**config.mk**
```make
export PLATFORM = sky130hd
export DESIGN_NAME = keypad_code_lock_controller
export DESIGN_NICKNAME = d
export VERILOG_FILES = /design/src/kcl_pkg.sv /design/src/kcl_code_cmp.sv /design/src/kcl_core.sv /design/src/keypad_code_lock_controller.sv
export SDC_FILE = /design/constraint.sdc
export NUM_CORES = 1
export LEC_CHECK = 0
export BUFFER_PORTS_ARGS = -buffer_cell sky130_fd_sc_hd__buf_2
export CORE_UTILIZATION = 35
export CTS_CLUSTER_SIZE = 14
export DETAILED_ROUTE_END_ITERATION = 8
export PLACE_DENSITY = 0.52
export SETUP_SLACK_MARGIN = 0.5
export SLEW_MARGIN = 20
export SYNTH_ARGS = -nofsm -noshare
export SYNTH_HDL_FRONTEND = slang
export SYNTH_SLANG_ARGS = --single-unit
```
**constraint.sdc**
```tcl
create_clock -name clk -period 8 [get_ports clk]
set_clock_uncertainty 0.15 [all_clocks]
set_input_delay 1.6 -clock clk [delete_from_list [all_inputs] [get_ports clk]]
set_output_delay 1.6 -clock clk [all_outputs]
set_load 0.03 [all_outputs]
```
**src/kcl_pkg.sv**
```systemverilog
// Shared types, codes and reset constants for the keypad code lock.
package kcl_pkg;

  // Code geometry: six digits, compared as two weighted groups of three
  localparam int CODE_DIGITS = 6;
  localparam int DIGIT_W     = 5;
  localparam int PTR_W       = 3;
  localparam int SUM_W       = 11;

  typedef logic [DIGIT_W-1:0]                  kcl_digit_t;
  typedef logic [CODE_DIGITS-1:0][DIGIT_W-1:0] kcl_code_t;
  typedef logic [PTR_W-1:0]                    kcl_ptr_t;

  localparam kcl_digit_t BLANK_DIGIT = 5'd16;
  localparam kcl_ptr_t   LAST_POS    = 3'd5;
  localparam kcl_ptr_t   NEXT_TO_LAST_POS = 3'd4;

  // Entry 0 is the first digit: 6,5,4,3,2,1
  localparam kcl_code_t DEFAULT_CODE = {5'd1, 5'd2, 5'd3, 5'd4, 5'd5, 5'd6};
  localparam kcl_code_t BLANK_CODE   = {CODE_DIGITS{BLANK_DIGIT}};

  // Item kinds
  localparam logic [1:0] FUNC_KEY    = 2'd0;
  localparam logic [1:0] FUNC_TICK   = 2'd1;
  localparam logic [1:0] FUNC_SENSOR = 2'd2;

  // Key codes
  localparam logic [3:0] KEY_LAST_DIGIT = 4'd9;
  localparam logic [3:0] KEY_CHANGE     = 4'd10;
  localparam logic [3:0] KEY_RESET      = 4'd11;
  localparam logic [3:0] KEY_CONFIRM    = 4'd12;
  localparam logic [3:0] KEY_EXIT       = 4'd13;

  // Configuration register indexes
  localparam logic [2:0] CFG_NEAR_THRESHOLD = 3'd0;
  localparam logic [2:0] CFG_DOOR_TICKS     = 3'd1;
  localparam logic [2:0] CFG_ALARM_TICKS    = 3'd2;
  localparam logic [2:0] CFG_ERROR_LIMIT    = 3'd3;
  localparam logic [2:0] CFG_AUTO_START     = 3'd4;
  localparam logic [2:0] CFG_AUTO_END       = 3'd5;

  // Configuration reset values
  localparam logic [9:0]  NEAR_THRESHOLD_RST = 10'd30;
  localparam logic [15:0] DOOR_TICKS_RST     = 16'd5000;
  localparam logic [15:0] ALARM_TICKS_RST    = 16'd3000;
  localparam logic [3:0]  ERROR_LIMIT_RST    = 4'd3;
  localparam logic [5:0]  AUTO_START_RST     = 6'h07;
  localparam logic [5:0]  AUTO_END_RST       = 6'h21;

  localparam logic [9:0]  DISTANCE_RST = 10'd999;

  // Entry submode
  typedef enum logic [1:0] {
    MODE_UNLOCK = 2'd0,
    MODE_VERIFY = 2'd1,
    MODE_NEW    = 2'd2
  } kcl_mode_t;

  typedef struct packed {
    logic [1:0] func;
    logic [3:0] key_code;
    logic [9:0] distance_cm;
    logic [5:0] hour_bcd;
  } kcl_item_t;

  typedef struct packed {
    logic [9:0]  near_threshold_cm;
    logic [15:0] door_open_ticks;
    logic [15:0] alarm_ticks;
    logic [3:0]  error_limit;
    logic [5:0]  auto_start_hour;
    logic [5:0]  auto_end_hour;
  } kcl_cfg_t;

  typedef struct packed {
    logic       door_open;
    logic       alarm_on;
    logic       manual_active;
    logic [1:0] entry_mode;
    logic [2:0] entry_position;
    logic [3:0] error_count;
  } kcl_result_t;

endpackage

```
**src/kcl_code_cmp.sv**
```systemverilog
// Code comparator: two weighted three-digit sums of entry against stored code.
module kcl_code_cmp (
  input  kcl_pkg::kcl_code_t entry_code,
  input  kcl_pkg::kcl_code_t stored_code,
  output logic               match
);

  // 100*a + 10*b + c on five-bit digits, blanks included
  function automatic logic [kcl_pkg::SUM_W-1:0] weighted(
    input kcl_pkg::kcl_digit_t a,
    input kcl_pkg::kcl_digit_t b,
    input kcl_pkg::kcl_digit_t c
  );
    logic [kcl_pkg::SUM_W-1:0] wa;
    logic [kcl_pkg::SUM_W-1:0] wb;
    logic [kcl_pkg::SUM_W-1:0] wc;
    wa = {6'd0, a};
    wb = {6'd0, b};
    wc = {6'd0, c};
    return wa * 11'd100 + wb * 11'd10 + wc;
  endfunction

  logic [kcl_pkg::SUM_W-1:0] entry_hi, entry_lo, stored_hi, stored_lo;

  assign entry_hi  = weighted(entry_code[0], entry_code[1], entry_code[2]);
  assign entry_lo  = weighted(entry_code[3], entry_code[4], entry_code[5]);
  assign stored_hi = weighted(stored_code[0], stored_code[1], stored_code[2]);
  assign stored_lo = weighted(stored_code[3], stored_code[4], stored_code[5]);

  assign match = (entry_hi == stored_hi) && (entry_lo == stored_lo);

endmodule

```
**src/kcl_core.sv**
```systemverilog
// Lock state registers and the next-state logic for one transaction.
module kcl_core (
  input  logic                  clk,
  input  logic                  rst_n,
  input  logic                  fire,
  input  kcl_pkg::kcl_item_t    item,
  input  kcl_pkg::kcl_cfg_t     cfg,
  output kcl_pkg::kcl_result_t  res
);

  kcl_pkg::kcl_code_t stored_r, stored_nxt;
  kcl_pkg::kcl_code_t entry_r, entry_nxt;
  kcl_pkg::kcl_ptr_t  ptr_r, ptr_nxt, put_pos;
  kcl_pkg::kcl_mode_t mode_r, mode_nxt;
  logic [3:0]         wrong_r, wrong_nxt, wrong_inc;
  logic               manual_r, manual_nxt;
  logic [9:0]         dist_r, dist_nxt;
  logic [15:0]        door_r, door_nxt, door_dec, door_load;
  logic [15:0]        alarm_r, alarm_nxt, alarm_dec, alarm_load;

  logic match;
  logic key_ev, k_reset, k_change, k_exit, k_digit, k_confirm;
  logic tick, sensor, in_code_mode, check_mode;
  logic good, wrong, alarm_fire, man_door_req, auto_door_req;

  kcl_code_cmp u_cmp (
    .entry_code  (entry_r),
    .stored_code (stored_r),
    .match       (match)
  );

  // Key decode; keys count only in manual mode
  assign key_ev    = fire && (item.func == kcl_pkg::FUNC_KEY) && manual_r;
  assign tick      = fire && (item.func == kcl_pkg::FUNC_TICK);
  assign sensor    = fire && (item.func == kcl_pkg::FUNC_SENSOR);
  assign in_code_mode = (mode_r == kcl_pkg::MODE_VERIFY) || (mode_r == kcl_pkg::MODE_NEW);
  assign check_mode   = (mode_r != kcl_pkg::MODE_NEW);

  assign k_reset   = key_ev && (item.key_code == kcl_pkg::KEY_RESET);
  assign k_change  = key_ev && (item.key_code == kcl_pkg::KEY_CHANGE);
  assign k_exit    = key_ev && (item.key_code == kcl_pkg::KEY_EXIT) && in_code_mode;
  assign k_digit   = key_ev && (item.key_code <= kcl_pkg::KEY_LAST_DIGIT);
  assign k_confirm = key_ev && (item.key_code == kcl_pkg::KEY_CONFIRM);

  // Code check on confirm in unlock or verify mode
  assign wrong_inc    = wrong_r + 4'd1;
  assign good         = k_confirm && check_mode && match;
  assign wrong        = k_confirm && check_mode && !match;
  assign alarm_fire   = wrong && (wrong_inc >= cfg.error_limit);
  assign man_door_req = good && (mode_r != kcl_pkg::MODE_VERIFY);

  // Submode next state
  always_comb begin
    mode_nxt = mode_r;
    if (k_change) begin
      mode_nxt = kcl_pkg::MODE_VERIFY;
    end else if (k_exit) begin
      mode_nxt = kcl_pkg::MODE_UNLOCK;
    end else if (k_confirm) begin
      unique case (mode_r)
        kcl_pkg::MODE_NEW: mode_nxt = kcl_pkg::MODE_UNLOCK;
        kcl_pkg::MODE_VERIFY: begin
          if (match) begin
            mode_nxt = kcl_pkg::MODE_NEW;
          end else if (alarm_fire) begin
            mode_nxt = kcl_pkg::MODE_UNLOCK;
          end
        end
        default: mode_nxt = mode_r;
      endcase
    end
  end

  // Entry buffer, stored code and error count
  assign put_pos = (ptr_r < kcl_pkg::LAST_POS) ? ptr_r : kcl_pkg::LAST_POS;

  always_comb begin
    entry_nxt  = entry_r;
    ptr_nxt    = ptr_r;
    stored_nxt = stored_r;
    wrong_nxt  = wrong_r;
    if (k_change || k_exit || k_confirm) begin
      entry_nxt = kcl_pkg::BLANK_CODE;
      ptr_nxt   = '0;
    end else if (k_digit) begin
      entry_nxt[put_pos] = {1'b0, item.key_code};
      ptr_nxt = (ptr_r >= kcl_pkg::NEXT_TO_LAST_POS) ? kcl_pkg::LAST_POS : ptr_r + 3'd1;
    end
    if (k_reset) begin
      stored_nxt = kcl_pkg::DEFAULT_CODE;
    end else if (k_confirm && !check_mode) begin
      stored_nxt = entry_r;
    end
    if (good || alarm_fire) begin
      wrong_nxt = '0;
    end else if (wrong) begin
      wrong_nxt = wrong_inc;
    end
  end

  // Sensor update selects the mode; automatic check uses the updated values
  always_comb begin
    dist_nxt   = sensor ? item.distance_cm : dist_r;
    manual_nxt = manual_r;
    if (sensor) begin
      manual_nxt = !((item.hour_bcd >= cfg.auto_start_hour) &&
                     (item.hour_bcd <= cfg.auto_end_hour));
    end
  end

  assign auto_door_req = fire && !manual_nxt && (dist_nxt < cfg.near_threshold_cm);

  // Timers: tick counts down, a request loads only an idle timer
  assign door_dec   = (tick && (door_r != '0)) ? door_r - 16'd1 : door_r;
  assign alarm_dec  = (tick && (alarm_r != '0)) ? alarm_r - 16'd1 : alarm_r;
  assign door_load  = (cfg.door_open_ticks != '0) ? cfg.door_open_ticks : 16'd1;
  assign alarm_load = (cfg.alarm_ticks != '0) ? cfg.alarm_ticks : 16'd1;

  always_comb begin
    door_nxt  = door_dec;
    alarm_nxt = alarm_dec;
    if ((man_door_req || auto_door_req) && (door_dec == '0)) begin
      door_nxt = door_load;
    end
    if (alarm_fire && (alarm_dec == '0)) begin
      alarm_nxt = alarm_load;
    end
  end

  // Result fields come from the state after this transaction
  always_comb begin
    res.door_open      = (door_nxt != '0);
    res.alarm_on       = (alarm_nxt != '0);
    res.manual_active  = manual_nxt;
    res.entry_mode     = mode_nxt;
    res.entry_position = ptr_nxt;
    res.error_count    = wrong_nxt;
  end

  // State registers advance once per transaction
  always_ff @(posedge clk) begin
    if (!rst_n) begin
      stored_r <= kcl_pkg::DEFAULT_CODE;
      entry_r  <= kcl_pkg::BLANK_CODE;
      ptr_r    <= '0;
      mode_r   <= kcl_pkg::MODE_UNLOCK;
      wrong_r  <= '0;
      manual_r <= 1'b1;
      dist_r   <= kcl_pkg::DISTANCE_RST;
      door_r   <= '0;
      alarm_r  <= '0;
    end else if (fire) begin
      stored_r <= stored_nxt;
      entry_r  <= entry_nxt;
      ptr_r    <= ptr_nxt;
      mode_r   <= mode_nxt;
      wrong_r  <= wrong_nxt;
      manual_r <= manual_nxt;
      dist_r   <= dist_nxt;
      door_r   <= door_nxt;
      alarm_r  <= alarm_nxt;
    end
  end

endmodule

```
**src/keypad_code_lock_controller.sv**
```systemverilog
// Top level of the keypad code lock: channel registers, configuration, core.
//
// Usage: every input transaction is a key event, a millisecond tick or a
// sensor update, chosen by in_tuser. Each one yields exactly one result
// transaction with the door, alarm, mode, entry position and error count
// as they stand after that input.
// Path: an accepted input goes into the input register, and its result into
// the result register, which drives out_tvalid, once the result side is free.
// Throughput: one transaction per clock unless out_tready stalls; the input
// register feeds the lock state logic and the result register in the same
// cycle, and the state updates on that edge, so the next item sees it at once.
// Stall: while out_tready is low the result register holds; one more item
// waits in the input register, after which in_tready drops.
// Reset (rst_n low, synchronous): both channel registers empty, code
// 654321, entry blank, unlock submode, manual mode, distance 999, door
// closed, alarm off, configuration at its defaults. Configuration writes
// take effect on the edge where cfg_we is high; unknown indexes are ignored.
module keypad_code_lock_controller (
  input  logic        clk,
  input  logic        rst_n,
  // input channel
  input  logic        in_tvalid,
  output logic        in_tready,
  input  logic [23:0] in_tdata,   // key_code[3:0], distance_cm[13:4], hour_bcd[19:14], zero
  input  logic [1:0]  in_tuser,   // func[1:0]
  // result channel
  output logic        out_tvalid,
  input  logic        out_tready,
  output logic [15:0] out_tdata,  // door_open[0], alarm_on[1], manual_active[2],
                                  // entry_mode[4:3], entry_position[7:5],
                                  // error_count[11:8], zero
  // configuration
  input  logic        cfg_we,
  input  logic [2:0]  cfg_index,
  input  logic [15:0] cfg_wdata
);

  logic                 in_valid_r;
  kcl_pkg::kcl_item_t   item_r;
  logic                 out_valid_r;
  kcl_pkg::kcl_result_t res_r;
  kcl_pkg::kcl_result_t res;
  kcl_pkg::kcl_cfg_t    cfg_r;
  logic                 out_free, fire;

  assign out_free  = !out_valid_r || out_tready;
  assign fire      = in_valid_r && out_free;
  assign in_tready = !in_valid_r || out_free;

  // Input register
  always_ff @(posedge clk) begin
    if (!rst_n) begin
      in_valid_r <= 1'b0;
    end else if (in_tready) begin
      in_valid_r <= in_tvalid;
    end
  end

  always_ff @(posedge clk) begin
    if (in_tvalid && in_tready) begin
      item_r.func        <= in_tuser;
      item_r.key_code    <= in_tdata[3:0];
      item_r.distance_cm <= in_tdata[13:4];
      item_r.hour_bcd    <= in_tdata[19:14];
    end
  end

  // Configuration registers
  always_ff @(posedge clk) begin
    if (!rst_n) begin
      cfg_r.near_threshold_cm <= kcl_pkg::NEAR_THRESHOLD_RST;
      cfg_r.door_open_ticks   <= kcl_pkg::DOOR_TICKS_RST;
      cfg_r.alarm_ticks       <= kcl_pkg::ALARM_TICKS_RST;
      cfg_r.error_limit       <= kcl_pkg::ERROR_LIMIT_RST;
      cfg_r.auto_start_hour   <= kcl_pkg::AUTO_START_RST;
      cfg_r.auto_end_hour     <= kcl_pkg::AUTO_END_RST;
    end else if (cfg_we) begin
      unique case (cfg_index)
        kcl_pkg::CFG_NEAR_THRESHOLD: cfg_r.near_threshold_cm <= cfg_wdata[9:0];
        kcl_pkg::CFG_DOOR_TICKS:     cfg_r.door_open_ticks   <= cfg_wdata;
        kcl_pkg::CFG_ALARM_TICKS:    cfg_r.alarm_ticks       <= cfg_wdata;
        kcl_pkg::CFG_ERROR_LIMIT:    cfg_r.error_limit       <= cfg_wdata[3:0];
        kcl_pkg::CFG_AUTO_START:     cfg_r.auto_start_hour   <= cfg_wdata[5:0];
        kcl_pkg::CFG_AUTO_END:       cfg_r.auto_end_hour     <= cfg_wdata[5:0];
        default: ;
      endcase
    end
  end

  // Lock state and per-transaction logic
  kcl_core u_core (
    .clk   (clk),
    .rst_n (rst_n),
    .fire  (fire),
    .item  (item_r),
    .cfg   (cfg_r),
    .res   (res)
  );

  // Result register
  always_ff @(posedge clk) begin
    if (!rst_n) begin
      out_valid_r <= 1'b0;
    end else if (out_free) begin
      out_valid_r <= in_valid_r;
    end
  end

  always_ff @(posedge clk) begin
    if (fire) begin
      res_r <= res;
    end
  end

  assign out_tvalid = out_valid_r;
  assign out_tdata  = {4'd0, res_r.error_count, res_r.entry_position, res_r.entry_mode,
                       res_r.manual_active, res_r.alarm_on, res_r.door_open};

  // Entry pointer never passes the last digit
  a_ptr_range: assert property (@(posedge clk) disable iff (!rst_n)
    out_tvalid |-> (out_tdata[7:5] <= 3'd5))
    else $error("entry position beyond last digit");

  // Submode code 3 is never produced
  a_mode_range: assert property (@(posedge clk) disable iff (!rst_n)
    out_tvalid |-> (out_tdata[4:3] != 2'd3))
    else $error("invalid entry mode");

  // A waiting item is kept while the result side is stalled
  a_hold_item: assert property (@(posedge clk) disable iff (!rst_n)
    (in_valid_r && !out_free) |=> in_valid_r)
    else $error("waiting item dropped during stall");

  // Both registers full and stalled: no new transaction can be taken
  a_full_stall: assert property (@(posedge clk) disable iff (!rst_n)
    (in_valid_r && out_valid_r && !out_tready) |-> !in_tready)
    else $error("input accepted while both stages are full");

endmodule
```
After elaboration in Yosys (flattened, before gate mapping)
Cells that the tools add are included.
{"block": "classes", "eq_ne": 17, "n_reduce_logical": 60, "magnitude_cmp": 9, "addsub": 12, "mux": 27, "multipliers": 8}
{"operator": "$mux 30", "count": 4}
{"operator": "$mux 16", "count": 6}
{"operator": "$reduce_bool 16->1", "count": 6}
{"operator": "$add 11x5->11", "count": 4}
{"operator": "$add 11x9->11", "count": 4}
{"operator": "$mul 5x5->9 const B", "count": 4}
{"operator": "$logic_not 16->1", "count": 2}
{"operator": "$mul 5x3->8 const B", "count": 4}
{"operator": "$sub 16x1->16 const B", "count": 2}
{"operator": "$bwmux 30", "count": 1}
{"operator": "$logic_and 1x1->1", "count": 27}
{"operator": "$eq 11x11->1", "count": 2}
{"operator": "$eq 4x4->1 const B", "count": 4}
{"operator": "$reduce_and 2->1", "count": 8}
{"operator": "$demux 5 s3", "count": 1}
{"operator": "$mux 3", "count": 4}
{"operator": "$lt 10x10->1", "count": 1}
{"operator": "$mux 10", "count": 1}
{"operator": "$mux 2", "count": 5}
{"operator": "$mux 4", "count": 2}
{"operator": "$logic_or 1x1->1", "count": 7}
{"operator": "$eq 3x2->1 const B", "count": 2}
{"operator": "$eq 3x3->1 const B", "count": 2}
{"operator": "$ge 6x6->1", "count": 1}
{"operator": "other kinds (21)", "count": 29}
{"block": "totals", "wordCells": 170, "output_inout_bits": 18, "inputBits": 50, "reg_bits": 206}

Logic depth before layout (Yosys ltp)
{"block": "logic_depth", "ltp_word": 15, "mapped_depth": 20, "depth_no_buf": 18}

By module
Synthesis repeated with hierarchy kept, for this count alone.
{"block": "unflattened", "hier_cells": 1506, "hier_area_um2": 13808.2}
{"mod": "kcl_core", "instances": 1, "seq_area_each_um2": 2242.2, "cells_per_inst": 799, "area_per_inst_um2": 6478.7}
{"mod": "kcl_code_cmp", "instances": 1, "seq_area_each_um2": 0.0, "cells_per_inst": 434, "area_per_inst_um2": 3880.0}
{"mod": "keypad_code_lock_controller", "instances": 1, "seq_area_each_um2": 2222.1, "cells_per_inst": 273, "area_per_inst_um2": 3449.6}

Worst setup path after synthesis
Ideal clock, no wire load.
{"block": "synth_path", "path_kind": "register to register", "start": "register u_core.entry_r[15] (netlist name)", "end": "register res_r (netlist bit out_tdata[1]) (data pin)", "path_stages_with_launch": 20, "setup_slack_ns": 3.208, "synth_period_minus_slack_ns": 4.792, "arrival_time_ns": 4.369, "required_time_ns": 7.578, "setup_ns": 0.272, "n_path_buf": 2, "path_cell_list": "dfxtp_1 -> ha_1 -> ha_1 -> ha_1 -> inv_1 -> fa_1 -> xnor2_1 -> ha_1 -> ha_1 -> nor4_1 -> o21ai_1 -> o21ai_2 -> xnor3_1 -> nor4_1 -> nand4b_2 -> or2_0 -> buf_6 -> and2_1 -> buf_6 -> or4_4"}
{"item": "from (decl)", "line": "kcl_core.sv:12", "rtl": "kcl_pkg::kcl_code_t entry_r, entry_nxt;"}
{"item": "from (signal assigned)", "line": "kcl_core.sv:144", "rtl": "entry_r <= kcl_pkg::BLANK_CODE;"}
{"item": "from (signal assigned)", "line": "kcl_core.sv:154", "rtl": "entry_r <= entry_nxt;"}
{"item": "to (signal assigned)", "line": "keypad_code_lock_controller.sv:111", "rtl": "res_r <= res;"}
{"item": "to (decl)", "line": "keypad_code_lock_controller.sv:41", "rtl": "kcl_pkg::kcl_result_t res_r;"}

==> reports/metrics.cfg <==
[place]
hpwl_um=23500
pre_cts_ws_ns=2.31
port_buffers=59
globalplace.congestion=0.842

[floorplanning]
die_y_um=194
top_level_ports=68
core_area_um2=36400
die_x_um=194
die_area_um2=37700
start_util=0.355
rows=70

[global_routing]
grt_pass1_vias=9891
use_met2=0.287
top_usage_layer=met2
grt_max_degree=88
grt_overflow=0
grtUsageMet1=0.230
antenna_found_initial=0
track_usage=0.170
grt_util_met3=0.0191
grt_pass1_wl_um=51800

[clock_network]
cts_hold_repair.buffers=0
postCtsSetupBuffers=0
cts_made_buffers=25
cts.sinks=206
insertion_delay_ns=0.53
clkTransAtPathRegs_ns=0.06
ctsResizeCount=0
cts.htree.levels=1
cts_tree=yes
clockBufferDepth=3
root_buffer=clkbuf_16

[yosys]
synth_top_area_cell=dfxtp_1
ys.flop_type=dfxtp_1
yosysTopAreaCellShare=0.266
netlist_area_um2=12900
synth_edf_count=34
synth_cell_types=74
avgSynthCellArea_um2=8.95
async_flop_share=0
yosys-top-cells-area=dfxtp_1 (27%), ha_1 (16%), edfxtp_1 (7.9%), nand2_1 (6.0%), xnor2_1 (4.2%)
netlist_instances=1443
seq_area_frac_synth=0.346
ys_ff_latch=206
ys_warn_count=0

[route]
wl_per_cell_um=15.8
drt-vias-per-instance=5.03
vias=9915
drt_iter0_markers=519
ant_nets=0
first_pass_iters=5
totalWireLength_um=31100
drc_errors=0

[sta]
finalHoldViolCount=0
timing.slew.headroom=0.288
fmax_mhz=176
finalSetupViolCount=0
rsz0062_at_grt=false
period_minus_slack_ns=5.67
tightest_slew_ns=1.07
slew_violations=0
finalCritPeriodShare=0.709
tns_ns=0
worst_slack_ns=2.33

[cells_and_area]
layout-area-overhead-vs-synth_pct=11.4
antenna_cells=0
drive_gt1_frac=0.0924
fin_nets=1725

[worst_hold_path]
hold_class=flip-flop to flip-flop

[critical_path]
rr_startpoint=u_core.entry_r[15]$_SDFFE_PN0P_
path_class=flip-flop to flip-flop
reg2reg_slack_ns=2.33
crit_path_end=out_tdata[1]$_DFFE_PP_
startpoint=u_core.entry_r[15]$_SDFFE_PN0P_
worstPathRequired_ns=8.11
worstPathArrival_ns=5.78
crit_fanout=9
cp-start-kind=flip-flop
worstRegToRegCells=17
cp-end-kind=flip-flop
reg2reg_to=out_tdata[1]$_DFFE_PP_

[outcome]
status=finished clean

[power]
peakVddDrop_uv=171
power.density_nw_per_um2=162
p_leak_nw=6.53

[flow_run]
drv_cap=0

[layout make-up]
class	instances	area, um^2
fillers	3724	22000
repair buffers	64	333
clock inverters	14	111
clock buffers	32	662
inverters	123	462
flip-flops and latches	206	4460
well taps	468	586
multi-input cells	1065	7780
[worst min path at each step]
stage	slack, ns	start	end	cells after the start
detailed placement	0.30	u_core.stored_r[14]$_SDFFE_PN0P_	u_core.stored_r[14]$_SDFFE_PN0P_	2
CTS	0.30	u_core.stored_r[14]$_SDFFE_PN0P_	u_core.stored_r[14]$_SDFFE_PN0P_	2
finish	0.30	u_core.stored_r[14]$_SDFFE_PN0P_	u_core.stored_r[14]$_SDFFE_PN0P_	2
floorplan	0.28	u_core.stored_r[29]$_SDFFE_PN0P_	u_core.stored_r[29]$_SDFFE_PN0P_	2
global route	0.33	cfg_r[55]$_SDFFE_PN0P_	cfg_r[55]$_SDFFE_PN0P_	2
global placement	0.29	u_core.entry_r[29]$_SDFFE_PN1P_	u_core.stored_r[29]$_SDFFE_PN0P_	2
[metrics by stage]
stage | std cells | power [W] | util | instance area (um^2) | hold WS [ns]
global route | 1972 | 0.00243 | 0.395 | 14400 | 0.326
CTS | 1972 | 0.00237 | 0.395 | 14400 | 0.304
global placement | 1926 | 0.00129 | 0.374 | 13600 | 0.291
detailed placement | 1926 | 0.00129 | 0.374 | 13600 | 0.296
floorplan | 1446 | 0.00123 | - | 12900 | 0.282
finish | 1972 | 0.00234 | 0.395 | 14400 | 0.303
[registers in the layout, indices dropped and copies added (netlist names)]
register	cells
u_core.alarm_r	16
u_core.dist_r	10
u_core.door_r	16
out_tdata	12
in_valid_r	1
u_core.manual_r	1
u_core.mode_r	2
cfg_r	58
u_core.wrong_r	4
u_core.stored_r	30
u_core.entry_r	30
out_tvalid	1
item_r	22
u_core.ptr_r	3
[kinds of logic (layout without fill, tap and decap cells)]
logic type                 count (synthesis)  count (layout)  share of synthesized area
and+or+nand+nor                          485             485                      0.176
AOI/OAI and AO/OA                        251             251                      0.124
DFF                                      206             206                      0.346
adders and majority gates                190             190                      0.198
buffers and inverters                    175             233                     0.0534
xor gates and xnor gates                  89              89                     0.0667
muxes                                     46              46                     0.0365
other                                      1               4                   0.000290
[cells in the mapped netlist, types with 28 or more instances]
master    count
edfxtp_1     34
clkbuf_1     42
o21ai_0      37
nand3_1      68
nand2_1     208
nor2_1       76
a21oi_1      93
xnor2_1      62
inv_1       121
nor3_1       31
mux2i_1      37
dfxtp_1     172
a21o_1       28
ha_1        166
[layer usage]
metal	vias to the layer above	wire length, um
met5	-	0
met4	0	658
met3	37	963
met2	151	14500
met1	4633	15000
li1	5094	-
[cell usage in the layout (no fill, tap or decap), drive strengths merged, types with 5 or more instances in the layout]
| cell type | count |
|---|---|
| a41o | 7 |
| nand2 | 208 |
| and2 | 11 |
| fa | 24 |
| inv | 124 |
| nor4 | 20 |
| buf | 64 |
| a211oi | 12 |
| or3 | 5 |
| edfxtp | 34 |
| o21a | 7 |
| or2 | 12 |
| dfxtp | 172 |
| nand4 | 10 |
| ha | 166 |
| clkbuf | 32 |
| mux2 | 9 |
| clkinv | 10 |
| xnor2 | 62 |
| a31oi | 10 |
| xnor3 | 6 |
| nand2b | 7 |
| nor2 | 76 |
| nand3 | 68 |
| o21ai | 43 |
| mux2i | 37 |
| xor2 | 21 |
| a21oi | 93 |
| nor3 | 31 |
| o211ai | 10 |
| o21bai | 7 |
| nor2b | 15 |
| a21o | 29 |
| o22ai | 8 |
[critical path, stage by stage, from the launching register on]
cell	delay (ns)
dfxtp_1	0.49
ha_1	0.29
ha_1	0.28
ha_1	0.16
inv_1	0.05
fa_1	0.40
xnor2_1	0.15
ha_1	0.29
ha_1	0.34
o21ai_0	0.25
a211oi_1	0.09
nor3_1	0.21
xnor3_1	0.47
xnor2_1	0.23
nand4_1	0.26
or2_0	0.47
and2_1	0.38
or4_4	0.45
[power breakdown]
group	total [W]	leakage [nW]	internal [W]	switching, W
clock	0.00107	0.379	0.000620	0.000453
sequential	0.00110	1.72	0.00108	0.0000193
combinational	0.000169	4.43	0.0000606	0.000108
No activity file was read; power rests on OpenSTA's default activity.
